<file path="src/design/mqtt_pkt_pkg.sv">
// Shared types and constants for the MQTT packet deframer.
// No dependencies; imported by every module of the block.
package mqtt_pkt_pkg;

  localparam int unsigned LenWidth   = 29;  // total packet length
  localparam int unsigned RemWidth   = 28;  // remaining-length value
  localparam int unsigned CountWidth = 3;   // remaining-length byte count

  localparam logic [LenWidth-1:0]   MaxPacketReset = 29'd268435460;
  localparam logic [LenWidth-1:0]   AuthLimit      = 29'd1048576;  // 1 MiB
  localparam logic [CountWidth-1:0] MaxLenBytes    = 3'd4;

  typedef enum logic [1:0] {
    PH_TYPE = 2'd0,
    PH_LEN  = 2'd1,
    PH_BODY = 2'd2
  } mpd_phase_t;

  typedef enum logic [1:0] {
    ERR_NONE         = 2'd0,
    ERR_LEN_TOO_LONG = 2'd1,
    ERR_UNAUTH_SIZE  = 2'd2,
    ERR_OVER_MAX     = 2'd3
  } mpd_err_t;

  typedef struct packed {
    logic [7:0]          out_byte;
    logic                first_of_packet;
    logic                in_fixed_header;
    logic                last_of_packet;
    logic [3:0]          packet_type;
    logic [LenWidth-1:0] pkt_total_len;
    logic                header_done;
    mpd_err_t            error_code;
    logic                dropped;
  } mpd_result_t;

endpackage

</file>
<file path="src/design/mqtt_pkt_core.sv">
// Deframer state and per-byte decode: phase tracking, remaining-length
// accumulation and limit checks. Depends on mqtt_pkt_pkg.
module mqtt_pkt_core (
  input  logic                              clk,
  input  logic                              rst,
  input  logic                              accept,
  input  logic [7:0]                        data_byte,
  input  logic                              check_auth_limit,
  input  logic [mqtt_pkt_pkg::LenWidth-1:0] max_packet_size,
  output mqtt_pkt_pkg::mpd_result_t         result
);
  import mqtt_pkt_pkg::*;

  mpd_phase_t            phase, phase_next;
  logic [RemWidth-1:0]   length_accumulator, length_accumulator_next;
  logic [CountWidth-1:0] length_byte_count, length_byte_count_next;
  logic [RemWidth-1:0]   body_bytes_left, body_bytes_left_next;
  logic [3:0]            current_type, current_type_next;
  logic [LenWidth-1:0]   total_length, total_length_next;
  mpd_err_t              sticky_error, sticky_error_next;

  logic [RemWidth-1:0]   len_shifted;
  logic [RemWidth-1:0]   acc_sum;
  logic [CountWidth-1:0] cnt_inc;
  logic [LenWidth-1:0]   total_calc;
  logic [RemWidth-1:0]   body_dec;
  logic                  cont;
  logic                  auth_fail;
  logic                  max_fail;
  logic                  too_long;

  // 7-bit group placed by its index, least significant group first
  always_comb begin
    case (length_byte_count[1:0])
      2'd0:    len_shifted = {21'b0, data_byte[6:0]};
      2'd1:    len_shifted = {14'b0, data_byte[6:0], 7'b0};
      2'd2:    len_shifted = {7'b0, data_byte[6:0], 14'b0};
      2'd3:    len_shifted = {data_byte[6:0], 21'b0};
      default: len_shifted = '0;
    endcase
  end

  assign cont       = data_byte[7];
  assign acc_sum    = length_accumulator + len_shifted;
  assign cnt_inc    = length_byte_count + 3'd1;
  // header adds the type byte plus each length byte
  assign total_calc = {1'b0, acc_sum} + LenWidth'(cnt_inc) + 29'd1;
  assign auth_fail  = check_auth_limit && (total_calc >= AuthLimit);
  assign max_fail   = total_calc > max_packet_size;
  assign too_long   = cnt_inc >= MaxLenBytes;
  assign body_dec   = body_bytes_left - 28'd1;

  // next state
  always_comb begin
    phase_next              = phase;
    length_accumulator_next = length_accumulator;
    length_byte_count_next  = length_byte_count;
    body_bytes_left_next    = body_bytes_left;
    current_type_next       = current_type;
    total_length_next       = total_length;
    sticky_error_next       = sticky_error;
    if (sticky_error == ERR_NONE) begin
      case (phase)
        PH_LEN: begin
          length_accumulator_next = acc_sum;
          length_byte_count_next  = cnt_inc;
          if (cont) begin
            if (too_long) begin
              sticky_error_next = ERR_LEN_TOO_LONG;
            end
          end else begin
            total_length_next = total_calc;
            if (auth_fail) begin
              sticky_error_next = ERR_UNAUTH_SIZE;
            end else if (max_fail) begin
              sticky_error_next = ERR_OVER_MAX;
            end else begin
              body_bytes_left_next = acc_sum;
              phase_next = (acc_sum == '0) ? PH_TYPE : PH_BODY;
            end
          end
        end
        PH_BODY: begin
          body_bytes_left_next = body_dec;
          if (body_dec == '0) begin
            phase_next = PH_TYPE;
          end
        end
        default: begin
          current_type_next       = data_byte[7:4];
          length_accumulator_next = '0;
          length_byte_count_next  = '0;
          body_bytes_left_next    = '0;
          total_length_next       = '0;
          phase_next              = PH_LEN;
        end
      endcase
    end
  end

  // result for the byte being presented
  always_comb begin
    result                 = '0;
    result.out_byte        = data_byte;
    result.packet_type     = current_type_next;
    result.pkt_total_len   = total_length_next;
    result.error_code      = sticky_error_next;
    result.dropped         = (sticky_error != ERR_NONE);
    if (sticky_error == ERR_NONE) begin
      case (phase)
        PH_LEN: begin
          result.in_fixed_header = 1'b1;
          result.header_done     = !cont;
          result.last_of_packet  = !cont && !auth_fail && !max_fail && (acc_sum == '0);
        end
        PH_BODY: begin
          result.last_of_packet = (body_dec == '0);
        end
        default: begin
          result.first_of_packet = 1'b1;
          result.in_fixed_header = 1'b1;
        end
      endcase
    end
  end

  always_ff @(posedge clk) begin
    if (rst) begin
      phase              <= PH_TYPE;
      length_accumulator <= '0;
      length_byte_count  <= '0;
      body_bytes_left    <= '0;
      current_type       <= '0;
      total_length       <= '0;
      sticky_error       <= ERR_NONE;
    end else if (accept) begin
      phase              <= phase_next;
      length_accumulator <= length_accumulator_next;
      length_byte_count  <= length_byte_count_next;
      body_bytes_left    <= body_bytes_left_next;
      current_type       <= current_type_next;
      total_length       <= total_length_next;
      sticky_error       <= sticky_error_next;
    end
  end

endmodule

</file>
<file path="src/design/mqtt_pkt_out_reg.sv">
// Output register stage with valid/ready flow control; generates the
// input-side ready. Depends on mqtt_pkt_pkg.
module mqtt_pkt_out_reg (
  input  logic                      clk,
  input  logic                      rst,
  input  logic                      in_valid,
  output logic                      in_ready,
  output logic                      accept,
  input  mqtt_pkt_pkg::mpd_result_t result_in,
  output logic                      out_valid,
  input  logic                      out_ready,
  output mqtt_pkt_pkg::mpd_result_t result_out
);
  import mqtt_pkt_pkg::*;

  mpd_result_t held;

  // the slot frees up in the same cycle its transaction leaves
  assign in_ready   = !out_valid || out_ready;
  assign accept     = in_valid && in_ready;
  assign result_out = held;

  always_ff @(posedge clk) begin
    if (rst) begin
      out_valid <= 1'b0;
    end else if (in_ready) begin
      out_valid <= in_valid;
    end
  end

  always_ff @(posedge clk) begin
    if (accept) begin
      held <= result_in;
    end
  end

endmodule

</file>
<file path="src/design/mqtt_packet_deframer.sv">
// Top level of the MQTT packet deframer: configuration register, decode
// core and output register. Depends on mqtt_pkt_pkg, mqtt_pkt_core and
// mqtt_pkt_out_reg.
//
// The block takes one byte of an MQTT connection stream per input
// transaction and returns one tagged byte per output transaction, one
// for one, in order. Each byte is marked as packet type byte, fixed-header
// byte, header-closing byte or last byte of the packet, and carries the
// packet type and, once the header closes, the total packet length with
// header included. The remaining-length field is decoded as up to four
// 7-bit groups, least significant first; a fourth length byte with its
// continuation bit set raises error 1. When the header closes, a total of
// 1 MiB or more with check_auth_limit high raises error 2, and otherwise a
// total above max_packet_size raises error 3. Errors are sticky until
// reset: the byte that raises the error is still delivered normally with
// its error_code, and every later byte comes out with dropped set, flags
// cleared and the last type and length held. Throughput is one byte per
// clock: the decode for a byte is done in the cycle it is accepted and the
// result sits in a single output register, and a new transaction is
// taken whenever the output register is empty or being emptied.
// max_packet_size is written through cfg_write_en/cfg_write_data and
// should only change while no transaction is in flight.
module mqtt_packet_deframer (
  input  logic                              clk,
  input  logic                              rst,
  // configuration
  input  logic                              cfg_write_en,
  input  logic [mqtt_pkt_pkg::LenWidth-1:0] cfg_write_data,
  // byte input
  input  logic                              in_valid,
  output logic                              in_ready,
  input  logic [7:0]                        data_byte,
  input  logic                              check_auth_limit,
  // tagged byte output
  output logic                              out_valid,
  input  logic                              out_ready,
  output logic [7:0]                        out_byte,
  output logic                              first_of_packet,
  output logic                              in_fixed_header,
  output logic                              last_of_packet,
  output logic [3:0]                        packet_type,
  output logic [mqtt_pkt_pkg::LenWidth-1:0] pkt_total_len,
  output logic                              header_done,
  output logic [1:0]                        error_code,
  output logic                              dropped
);
  import mqtt_pkt_pkg::*;

  logic [LenWidth-1:0] max_packet_size;
  logic                accept;
  mpd_result_t         core_result;
  mpd_result_t         out_result;

  always_ff @(posedge clk) begin
    if (rst) begin
      max_packet_size <= MaxPacketReset;
    end else if (cfg_write_en) begin
      max_packet_size <= cfg_write_data;
    end
  end

  mqtt_pkt_core u_core (
    .clk              (clk),
    .rst              (rst),
    .accept           (accept),
    .data_byte        (data_byte),
    .check_auth_limit (check_auth_limit),
    .max_packet_size  (max_packet_size),
    .result           (core_result)
  );

  mqtt_pkt_out_reg u_out_reg (
    .clk        (clk),
    .rst        (rst),
    .in_valid   (in_valid),
    .in_ready   (in_ready),
    .accept     (accept),
    .result_in  (core_result),
    .out_valid  (out_valid),
    .out_ready  (out_ready),
    .result_out (out_result)
  );

  assign out_byte        = out_result.out_byte;
  assign first_of_packet = out_result.first_of_packet;
  assign in_fixed_header = out_result.in_fixed_header;
  assign last_of_packet  = out_result.last_of_packet;
  assign packet_type     = out_result.packet_type;
  assign pkt_total_len   = out_result.pkt_total_len;
  assign header_done     = out_result.header_done;
  assign error_code      = out_result.error_code;
  assign dropped         = out_result.dropped;

`ifndef NO_ASSERTIONS
  // a dropped byte always reports the error that caused the drop
  a_drop_has_error: assert property (@(posedge clk) disable iff (rst)
    out_valid && dropped |-> error_code != ERR_NONE)
    else $error("dropped byte without error code");

  // the type byte never closes the header and is always a header byte
  a_first_is_header: assert property (@(posedge clk) disable iff (rst)
    out_valid && first_of_packet |-> in_fixed_header && !header_done && !dropped)
    else $error("type byte flags inconsistent");

  // header_done only on a length byte
  a_done_in_header: assert property (@(posedge clk) disable iff (rst)
    out_valid && header_done |-> in_fixed_header && !first_of_packet)
    else $error("header_done outside fixed header");

  // once an error has been delivered it stays on every later transaction
  a_error_sticky: assert property (@(posedge clk) disable iff (rst)
    out_valid && out_ready && error_code != ERR_NONE
    |=> !out_valid || error_code == $past(error_code))
    else $error("sticky error changed");
`endif

endmodule
</file>
<file path="config.mk">
export PLATFORM = sky130hd
export DESIGN_NAME = mqtt_packet_deframer
export DESIGN_NICKNAME = d
export VERILOG_FILES = /design/src/design/mqtt_pkt_pkg.sv /design/src/design/mqtt_pkt_core.sv /design/src/design/mqtt_pkt_out_reg.sv /design/src/design/mqtt_packet_deframer.sv
export SDC_FILE = /design/constraint.sdc
export NUM_CORES = 1
export LEC_CHECK = 0
export BUFFER_PORTS_ARGS = -buffer_cell sky130_fd_sc_hd__buf_2
export CAP_MARGIN = 20
export CORE_UTILIZATION = 25
export CTS_CLUSTER_DIAMETER = 100
export DETAILED_ROUTE_END_ITERATION = 10
export HOLD_SLACK_MARGIN = 0.05
export SLEW_MARGIN = 10
export SYNTH_ARGS = -nofsm -noshare
export SYNTH_HDL_FRONTEND = slang
export SYNTH_SLANG_ARGS = --single-unit
</file>
<file path="constraint.sdc">
create_clock -name clk -period 5.2 [get_ports clk]
set_input_delay 0.52 -clock clk [delete_from_list [all_inputs] [get_ports clk]]
set_output_delay 0.52 -clock clk [all_outputs]
set_load 0.03 [all_outputs]
</file>
==> flow_summary.rst, run 1 <==
.. list-table::
   :header-rows: 1

   * - Metric
     - Value
   * - Pwr Density
     - ~220 mW/mm^2
   * - Clock root cell
     - clkbuf_16
   * - Hold depth
     - 3
   * - F_max
     - 174.9 MHz
   * - Area growth from synthesis to layout
     - 35.75%
   * - Flip-flop cell with the highest count after synthesis
     - dfxtp_1
   * - Length in cells of the worst reg-to-reg path
     - 27
   * - Initial Util
     - 25.33%
   * - Remaining global-route overflow
     - 0
   * - Via count of the routed design
     - 11480
   * - Post-synthesis average cell area
     - 8.386 sq um
   * - Total of buffers placed on input and output ports
     - 92
   * - Cts bufs inserted
     - 17
   * - Wire length reported by the detailed router
     - 40150 microns
   * - Result of the run
     - finished with violations
   * - Post-synthesis sequential element count
     - about 170
   * - Worst Setup Path Type
     - reg -> reg
   * - Number of buffers on the longest clock path
     - 2
   * - Pin count of the biggest net entering global routing
     - 62
   * - Cell Count, Final, Fillers Out
     - ~2300
   * - Post-detailed-placement half-perimeter wirelength
     - between 30000 and 40000 microns
   * - Share of flip-flops with an asynchronous set or reset after synthesis
     - 0%
   * - Total of max-cap violations
     - 0
   * - Maximum clock skew at final layout
     - 0.01617 ns
   * - Min Clock Period, post-route
     - 5.716 ns
   * - Overall Power
     - 3.487 mW
   * - Endpoints failing setup
     - 35
   * - Setup repair after global routing missed its margin
     - true
   * - Top library cells by usage in the layout, fill and taps aside
     - 247 x buf_4, 141 x nand2_1, 125 x nor2_1
   * - Maximum ir drop on the vdd rail
     - 184.9 uV
   * - Type of the tightest min-delay check
     - in -> reg
   * - Category of the worst setup path capture point
     - flip-flop
   * - Sequential-to-total area share from yosys stat
     - 34.55%
   * - Total number of nets in the final design
     - 1763
   * - Share of layout cells above drive strength 1
     - a little under a third
   * - Sinks on the clock net
     - 174
   * - Pre-Repair DR Iteration Count
     - 5
   * - Total global routing track utilization
     - approximately 17%
   * - Clock tree from TritonCTS
     - done
   * - First-pass GRT wire length
     - 63220 microns
   * - Antenna-violating nets left
     - 0
   * - Type of origin of the critical path
     - flip-flop
   * - Final routed wire length divided by cell count
     - 17.74 microns
   * - Final weighted congestion of routability-driven global placement
     - 0.9070
   * - Least-Margin Pin Slew
     - 1.061 ns
   * - Final-report max-slew violation count
     - 0
   * - Initial antenna violation count
     - 1
   * - Die width
     - 216.2 microns
   * - Most common cell after layout, fill and taps aside
     - buf_4
   * - Number of design-rule violations left by the first detailed-router iteration
     - 724
   * - Slew HR
     - 29.01%
   * - Skew-Pair Late Insertion Delay
     - around 0.46 ns
   * - Cts-stage hold buffer count
     - 0
   * - Number of warnings printed during yosys synthesis
     - 0
   * - Critical-path maximum fanout
     - 12
   * - Vias in the first global route
     - 11388
   * - Total count of hold-check failures in the final report
     - 0
   * - Number of synthesized flops with an enable pin
     - between 40 and 50
   * - Std-Cell Core Area
     - between 0.04 and 0.05 sq mm
   * - Reg clk slew, reported paths
     - 0.07 ns
   * - I/O Pins
     - 93
   * - Critical Path RT
     - 5.55 ns
   * - CP arrival
     - slightly above 6 ns
   * - Placed cell count
     - 2226
   * - Leak Pwr
     - 6.504 nW
   * - Number of cell rows
     - 78
   * - Number of diodes
     - 0
   * - Mapped Nets
     - 1480
   * - Area enclosed by the die boundary
     - 0.04675 sq mm
   * - Via density per instance
     - between 5 and 6
   * - Fin Setup TNS
     - -15.31 ns
   * - Chip height
     - 216.2 microns
   * - Count of H-tree levels built during CTS
     - 4
   * - Yosys cell types
     - 90
   * - Syn Std Cell Area
     - 0.01147 sq mm
   * - Violated checks
     - setup timing
   * - Fraction of the cycle the final worst path needs
     - 109.9%
   * - Synth Instances
     - 1368
   * - Drt drc
     - 0
   * - Setup slack of the critical path after layout
     - -0.5164 ns
## repair_timing
| action | in CTS | in global routing |
|---|---|---|
| buffers inserted | 3 | 2 |
| hold endpoints to repair | 0 | 0 |
| endpoints found under the setup margin | 35 | 35 |
| pin swaps | 10 | 12 |
| cloned | 1 | 0 |
| gates resized for setup | 38 | 37 |
## through the flow
stage | instance area [sq um] | setup WS (ns) | util (%) | hold WS (ns)
final | 15570 | -0.5164 | 34.39 | 0.2933
after global routing | 15570 | -0.7838 | 34.39 | 0.2987
after CTS | 15350 | -0.4993 | 33.91 | 0.2801
after detailed placement | 14540 | -0.8275 | 32.12 | 0.4547
after global placement | 14540 | -0.6258 | 32.12 | 0.4456
after floorplan | 11790 | -0.09941 | - | 0.4361
## layout make-up
type / count / area, sq um
fillers: 4726 / 29710
inverters: 55 / 209.0
clock inverters: 14 / 148.9
well taps: 600 / 750.7
multi-input cells: 1056 / 7607
clock buffers: 18 / 439.2
flip-flops and latches: 174 / 3969
repair buffers: 347 / 2450
## Yosys cell counts, types with 6 or more instances
cell type / number / area share [%]
a21oi_1: 96 / 4.2
nor4_1: 38 / 2.1
nor3_1: 32 / 1.4
dfxtp_1: 126 / 22
o21a_1: 9 / 0.59
a22oi_1: 51 / 3.3
and3_1: 9 / 0.49
a21o_1: 25 / 1.6
nand2b_1: 8 / 0.44
nand2_1: 145 / 4.7
o21ai_0: 40 / 1.7
nand3_1: 47 / 2.1
nand4_1: 21 / 1.1
ha_1: 67 / 7.3
inv_1: 54 / 1.8
xor2_1: 21 / 1.6
a22o_1: 9 / 0.69
or3_1: 8 / 0.44
mux2i_1: 28 / 2.4
a211oi_1: 13 / 0.85
xnor2_1: 50 / 3.8
o211ai_1: 11 / 0.72
or2_2: 6 / 0.33
and4_1: 8 / 0.61
clkbuf_1: 71 / 2.3
edfxtp_1: 48 / 13
nor2_1: 130 / 4.3
and2_1: 35 / 1.9
nor2b_1: 12 / 0.65
a31o_2: 19 / 1.5
o22ai_1: 6 / 0.33
o21bai_1: 6 / 0.39
## cell families after synthesis
group,count (synthesis),share of synthesized area [%]
buf+inv,138,4.700
compound gates,358,21.92
flops,174,34.55
xor+xnor,74,5.846
mux,33,2.934
fa+ha+maj,69,7.656
simple gates,522,22.39
## worst paths after layout
| check | startpoint | endpoint | slack (ns) |
|---|---|---|---|
| worst max-delay path | u_core.length_byte_count[1] | u_core.body_bytes_left[14] | -0.52 |
| worst max register to register | u_core.length_byte_count[1] | u_core.body_bytes_left[14] | -0.52 |
| worst min-delay path | cfg_write_data[16] | max_packet_size[16] | 0.29 |
| worst min register to register | u_core.length_accumulator[16] | u_core.length_accumulator[16] | 0.46 |
## critical path: stages (launching register included)
cell and delay, ns:
dfxtp_2 0.35, inv_2 0.06, ha_4 0.17, and2_4 0.15
ha_4 0.16, fa_1 0.53, inv_1 0.06, fa_2 0.34
nand2b_4 0.15, a32oi_2 0.19, nand4b_1 0.16, nor4_1 0.28
and4_2 0.30, buf_6 0.12, and2_4 0.15, nand2_1 0.08
xnor2_2 0.15, ha_1 0.30, nand4_1 0.12, nor2_2 0.06
a2111oi_1 0.40, o211ai_1 0.17, a31oi_2 0.29, o21ba_4 0.20
o21a_1 0.19, nand2_4 0.11, buf_12 0.18, a31o_4 0.21
## report_power, final
group | internal [mW] | switching (mW)
Combinational | 0.264 | 0.454
Sequential | 1.44 | 0.0195
Clock | 0.691 | 0.622
Total | 2.39 | 1.10
## flip-flops by register name, indices dropped and copies added, names as in the netlist
name,cells
u_core.phase,2
max_packet_size,29
u_out_reg.result_out,48
u_core.current_type,4
u_core.sticky_error,2
u_core.length_byte_count,3
u_core.total_length,29
u_core.body_bytes_left,28
u_core.length_accumulator,28
u_out_reg.out_valid,1
## metal layers
layer	vias up	routed length [microns]	share of wire [%]	track usage [%]
met5	-	10	0.025	0
met4	2	1442	3.6	7.746
met3	72	1710	4.3	1.853
met2	314	19670	49	29.63
met1	5533	17320	43	21.37
li1	5559	-	-	-
No activity file was read; power rests on OpenSTA's default activity.
==> run 2, diff against run 1 <==
CORE_ASPECT_RATIO = 1.75   (was default)
REMOVE_ABC_BUFFERS = 1   (was default)
SYNTH_HIERARCHICAL = 1   (was default)
==> run 2 against run 1 <==
  * The run still ends with setup timing left
  * Clock skew shrank 0.0032 ns
  * Clock power is essentially flat
  * Sequential cell count did not move
  * Non-clock buffer count up 62
  * Combinational power rose by 36%
  * Cell area is 7.9% higher
  * Critical path depth rose by 4
  * Synthesized cell count is 7.5% higher
  * Final cell count is 6.2% higher
  * Setup slack got worse by 0.16 ns
  * Total power rose by 8.6%
  * Global-route usage up 0.91 points
==> flow_summary.rst, run 2 <==
.. list-table::
   :header-rows: 1

   * - Metric
     - Value
   * - Result of the run
     - finished with violations (unchanged)
   * - Violated checks
     - setup timing (unchanged)
   * - Worst reg2reg setup slack
     - -0.68 ns (was -0.52 ns)
   * - Cts bufs inserted
     - 17 (unchanged)
   * - Final routed wire length divided by cell count
     - 18.78 microns (was 17.74 microns)
   * - Clock root cell
     - clkbuf_16 (unchanged)
   * - Chip height
     - 292.8 microns (was 216.2 microns)
   * - F_max
     - 170.1 MHz (was 174.9 MHz)
   * - Internal power of the cells
     - 2.533 mW (was 2.390 mW)
   * - Area contributors post-synth
     - dfxtp_1 21%, edfxtp_1 12%, ha_1 6.7%, a21oi_1 5.6%, nor2_1 5.3% (was dfxtp_1 22%, edfxtp_1 13%, ha_1 7.3%, nand2_1 4.7%, nor2_1 4.3%)
   * - Yosys cell types
     - 99 (was 90)
   * - Remaining global-route overflow
     - 0 (unchanged)
   * - Total of buffers placed on input and output ports
     - 92 (unchanged)
   * - Placed cell count
     - 2321 (was 2226)
   * - Fraction of power consumed by the clock network
     - 35.3% (was 37.7%)
   * - Post-synthesis sequential element count
     - 174 (unchanged)
   * - Endpoints failing setup
     - 35 (unchanged)
   * - Worst R2R End
     - u_core/body_bytes_left[12] (was u_core.body_bytes_left[14])
   * - Area share of the largest cell type after synthesis
     - 20.88% (was 21.99%)
   * - Type of the tightest min-delay check
     - in -> reg (unchanged)
   * - Number of warnings printed during yosys synthesis
     - 6 (was 0)
   * - Cts-stage hold buffer count
     - 0 (unchanged)
   * - Slew HR
     - 40.01% (was 29.01%)
   * - Critical register-to-register path startpoint
     - u_core/length_byte_count[1] (was u_core.length_byte_count[1])
   * - Sinks on the clock net
     - 174 (unchanged)
   * - Clock tree from TritonCTS
     - done (unchanged)
   * - Std-Cell Core Area
     - 0.04775 sq mm (was 0.04528 sq mm)
   * - Least-Margin Pin Slew
     - 0.8998 ns (was 1.061 ns)
   * - End point of the critical path
     - u_core/body_bytes_left[12] (was u_core.body_bytes_left[14])
   * - Initial antenna violation count
     - 1 (unchanged)
   * - Pwr Density
     - 225.5 mW/mm^2 (was 223.9 mW/mm^2)
   * - Min Clock Period, post-route
     - 5.879 ns (was 5.716 ns)
   * - Met3 wire length
     - 1637 microns (was 1710 microns)
   * - Total number of nets in the final design
     - 1908 (was 1763)
   * - Wire length reported by the detailed router
     - 45170 microns (was 40150 microns)
   * - Syn Std Cell Area
     - 0.01208 sq mm (was 0.01147 sq mm)
   * - Area enclosed by the die boundary
     - 0.04925 sq mm (was 0.04675 sq mm)
   * - Cell Count, Final, Fillers Out
     - 2405 (was 2264)
   * - Leading post-synthesis cells by instance count
     - 169 x nor2_1, 136 x nand2_1, 134 x a21oi_1 (was 145 x nand2_1, 130 x nor2_1, 126 x dfxtp_1)
   * - I/O Pins
     - 93 (unchanged)
   * - Fin Setup TNS
     - -21.16 ns (was -15.31 ns)
   * - Final-report max-slew violation count
     - 0 (unchanged)
   * - Total net switching power
     - 1.256 mW (was 1.096 mW)
   * - Number of synthesized flops with an enable pin
     - 48 (unchanged)
   * - Setup crit start
     - u_core/length_byte_count[1] (was u_core.length_byte_count[1])
   * - Cell at the slowest stage of the critical path
     - fa_2 (was fa_1)
   * - Area growth from synthesis to layout
     - 39.06% (was 35.75%)
   * - First-pass GRT wire length
     - 68710 microns (was 63220 microns)
   * - Top layer reached by signal wires
     - met5 (unchanged)
   * - Vias in the first global route
     - 12389 (was 11388)
   * - Die width
     - 168.2 microns (was 216.2 microns)
   * - Cell type with the highest aggregate area in the netlist
     - dfxtp_1 (unchanged)
   * - Sequential share of power
     - 38.8% (was 41.7%)
   * - Pin count of the biggest net entering global routing
     - 73 (was 62)
   * - Share of layout cells above drive strength 1
     - 34.18% (was 30.29%)
   * - Share of flip-flops with an asynchronous set or reset after synthesis
     - 0% (unchanged)
   * - Pre-Repair DR Iteration Count
     - 8 (was 5)
   * - Number of flip-flops under the largest register name
     - 48 (unchanged)
   * - Setup slack of the critical path after layout
     - -0.6788 ns (was -0.5164 ns)
   * - Maximum clock skew at final layout
     - 0.01294 ns (was 0.01617 ns)
   * - Top library cells by usage in the layout, fill and taps aside
     - 299 x buf_4, 163 x nor2_1, 131 x nand2_1 (was 247 x buf_4, 141 x nand2_1, 125 x nor2_1)
   * - Category of the worst setup path capture point
     - flip-flop (unchanged)
   * - Wire length the detailed router placed on met1
     - 15790 microns (was 17320 microns)
   * - Via density per instance
     - 5.212 (was 5.071)
   * - Critical-path maximum fanout
     - 13 (was 12)
   * - Total of max-cap violations
     - 0 (unchanged)
   * - Post-detailed-placement half-perimeter wirelength
     - 33900 microns (was 30210 microns)
   * - Type of origin of the critical path
     - flip-flop (unchanged)
   * - Total global routing track utilization
     - 18.06% (was 17.15%)
   * - Critical Path Most Common Cell
     - buf_4
   * - Maximum ir drop on the vdd rail
     - 250.3 uV (was 184.9 uV)
   * - Number of cell rows
     - 106 (was 78)
   * - Synth Instances
     - 1471 (was 1368)
   * - Total count of hold-check failures in the final report
     - 0 (unchanged)
   * - Combinational power share
     - 25.9% (was 20.6%)
   * - Length in cells of the worst reg-to-reg path
     - 31 (was 27)
   * - Number of design-rule violations left by the first detailed-router iteration
     - 895 (was 724)
   * - Crit path largest cell delay
     - 0.36 ns (was 0.53 ns)
   * - Leak Pwr
     - 6.913 nW (was 6.504 nW)
   * - Antenna-violating nets left
     - 0 (unchanged)
   * - Fraction of power spent switching nets
     - 33.15% (was 31.44%)
   * - Reg clk slew, reported paths
     - 0.08 ns (was 0.07 ns)
   * - Drt drc
     - 0 (unchanged)
   * - Number of buffers on the longest clock path
     - 2 (unchanged)
   * - Post-synthesis average cell area
     - 8.214 sq um (was 8.386 sq um)
   * - Initial Util
     - 25.31% (was 25.33%)
   * - Skew-Pair Late Insertion Delay
     - 0.46 ns (about the same)
   * - Via count of the routed design
     - 12536 (was 11480)
   * - Fraction of the cycle the final worst path needs
     - 113.1% (was 109.9%)
   * - Sequential-to-total area share from yosys stat
     - 32.81% (was 34.55%)
   * - Number of diodes
     - 0 (unchanged)
   * - Count of H-tree levels built during CTS
     - 4 (unchanged)
   * - Amount of wire on met2 after detailed routing
     - 23840 microns (was 19670 microns)
   * - Final weighted congestion of routability-driven global placement
     - 0.9549 (was 0.9070)
   * - Most numerous cell in the Yosys netlist
     - nor2_1 (was nand2_1)
   * - Flip-flop cell with the highest count after synthesis
     - dfxtp_1 (unchanged)
   * - Worst Setup Path Type
     - reg -> reg (unchanged)
   * - Critical Path RT
     - 5.50 ns (was 5.55 ns)
   * - Most common cell after layout, fill and taps aside
     - buf_4 (unchanged)
   * - CP arrival
     - 6.18 ns (was 6.07 ns)
   * - Setup repair after global routing missed its margin
     - true (unchanged)
## run 2: changes by cell type after synthesis, moves of 9 or more
cell,previous run,this run
xnor2_1,50,34
nand3_1,47,65
nor2_1,130,169
a21oi_1,96,134
o21ai_1,5,29
a31o_2,19,0
buf_4,2,13
nor4_1,38,17
buf_2,3,12
nand2_1,145,136
## run 2: per-stage QoR
stage	area, sq um	setup WS (ns)	hold slack, ns	power (mW)	util [%]
5_1_grt	16800	-0.8792	0.2622	3.931	35.19
3_5_place_dp	14810	-1.123	0.4537	2.393	31.02
6_report	16800	-0.6788	0.2691	3.788	35.19
3_3_place_gp	14810	-1.036	0.4520	2.384	31.02
2_1_floorplan	11590	-1.084	0.4346	1.981	-
4_1_cts	16380	-0.6660	0.2538	3.774	34.31
## run 2: layer usage
layer / vias up / GRT usage, %
met2: 398 / 34.11
met5: - / 0
met4: 2 / 14.26
met3: 166 / 2.567
li1: 5954 / -
met1: 6016 / 17.37
## run 2: what timing repair did
item                                    4_1_cts  5_1_grt
resized for setup                           127       56
cloned                                        2        2
endpoints found under the setup margin       35       35
pin swaps                                    59       34
buffers inserted                             39       13
## run 2: power by group through the flow
stage | Combinational (mW) | Clock, mW | Sequential [mW]
4_1_cts | 0.941 | 1.36 | 1.47
5_1_grt | 1.05 | 1.41 | 1.47
3_5_place_dp | 0.893 | 0 | 1.50
6_report | 0.981 | 1.34 | 1.47
2_1_floorplan | 0.440 | 0 | 1.54
3_3_place_gp | 0.887 | 0 | 1.50
## run 2: cells by family (layout without fill, tap and decap cells)
kind of cell               after synthesis  after routing  synth area share [%]
xor gates and xnor gates                67             67                 5.405
adders and majority gates               67             67                 7.062
AOI/OAI and AO/OA                      390            390                 21.37
muxes                                   42             42                 3.645
buffers and inverters                  164            504                 6.068
DFF                                    174            174                 32.81
and+or+nand+nor                        567            567                 23.64
## run 2: worst min path at each step
stage,depth (start not counted),start,slack (ns),endpoint
6_report,2,cfg_write_data[2],0.27,max_packet_size[2]
2_1_floorplan,2,u_core/length_accumulator[10],0.43,u_core/length_accumulator[10]
3_5_place_dp,2,u_core/length_accumulator[22],0.45,u_core/length_accumulator[22]
4_1_cts,2,cfg_write_data[2],0.25,max_packet_size[2]
3_3_place_gp,2,u_core/length_accumulator[13],0.45,u_core/length_accumulator[13]
5_1_grt,2,cfg_write_data[2],0.26,max_packet_size[2]
## run 2: area by class of cell
cell class,instances,area [sq um]
Clock buffer,21,481.7
Timing Repair Buffer,409,2987
Tap cell,594,743.2
Clock inverter,11,117.6
Sequential cell,174,3966
Multi-Input combinational cell,1133,8270
Fill cell,4843,30940
Inverter,63,236.5
## run 2: worst max-delay path, delay by kind of cell, from the launching register on
| kind | cells | cell delay (ns) |
|---|---|---|
| compound gates | 9 | 1.54 |
| xor+xnor | 2 | 0.29 |
| fa+ha+maj | 5 | 1.14 |
| buf+inv | 7 | 1.09 |
| flops | 1 | 0.34 |
| mux | 1 | 0.09 |
| simple gates | 7 | 1.24 |
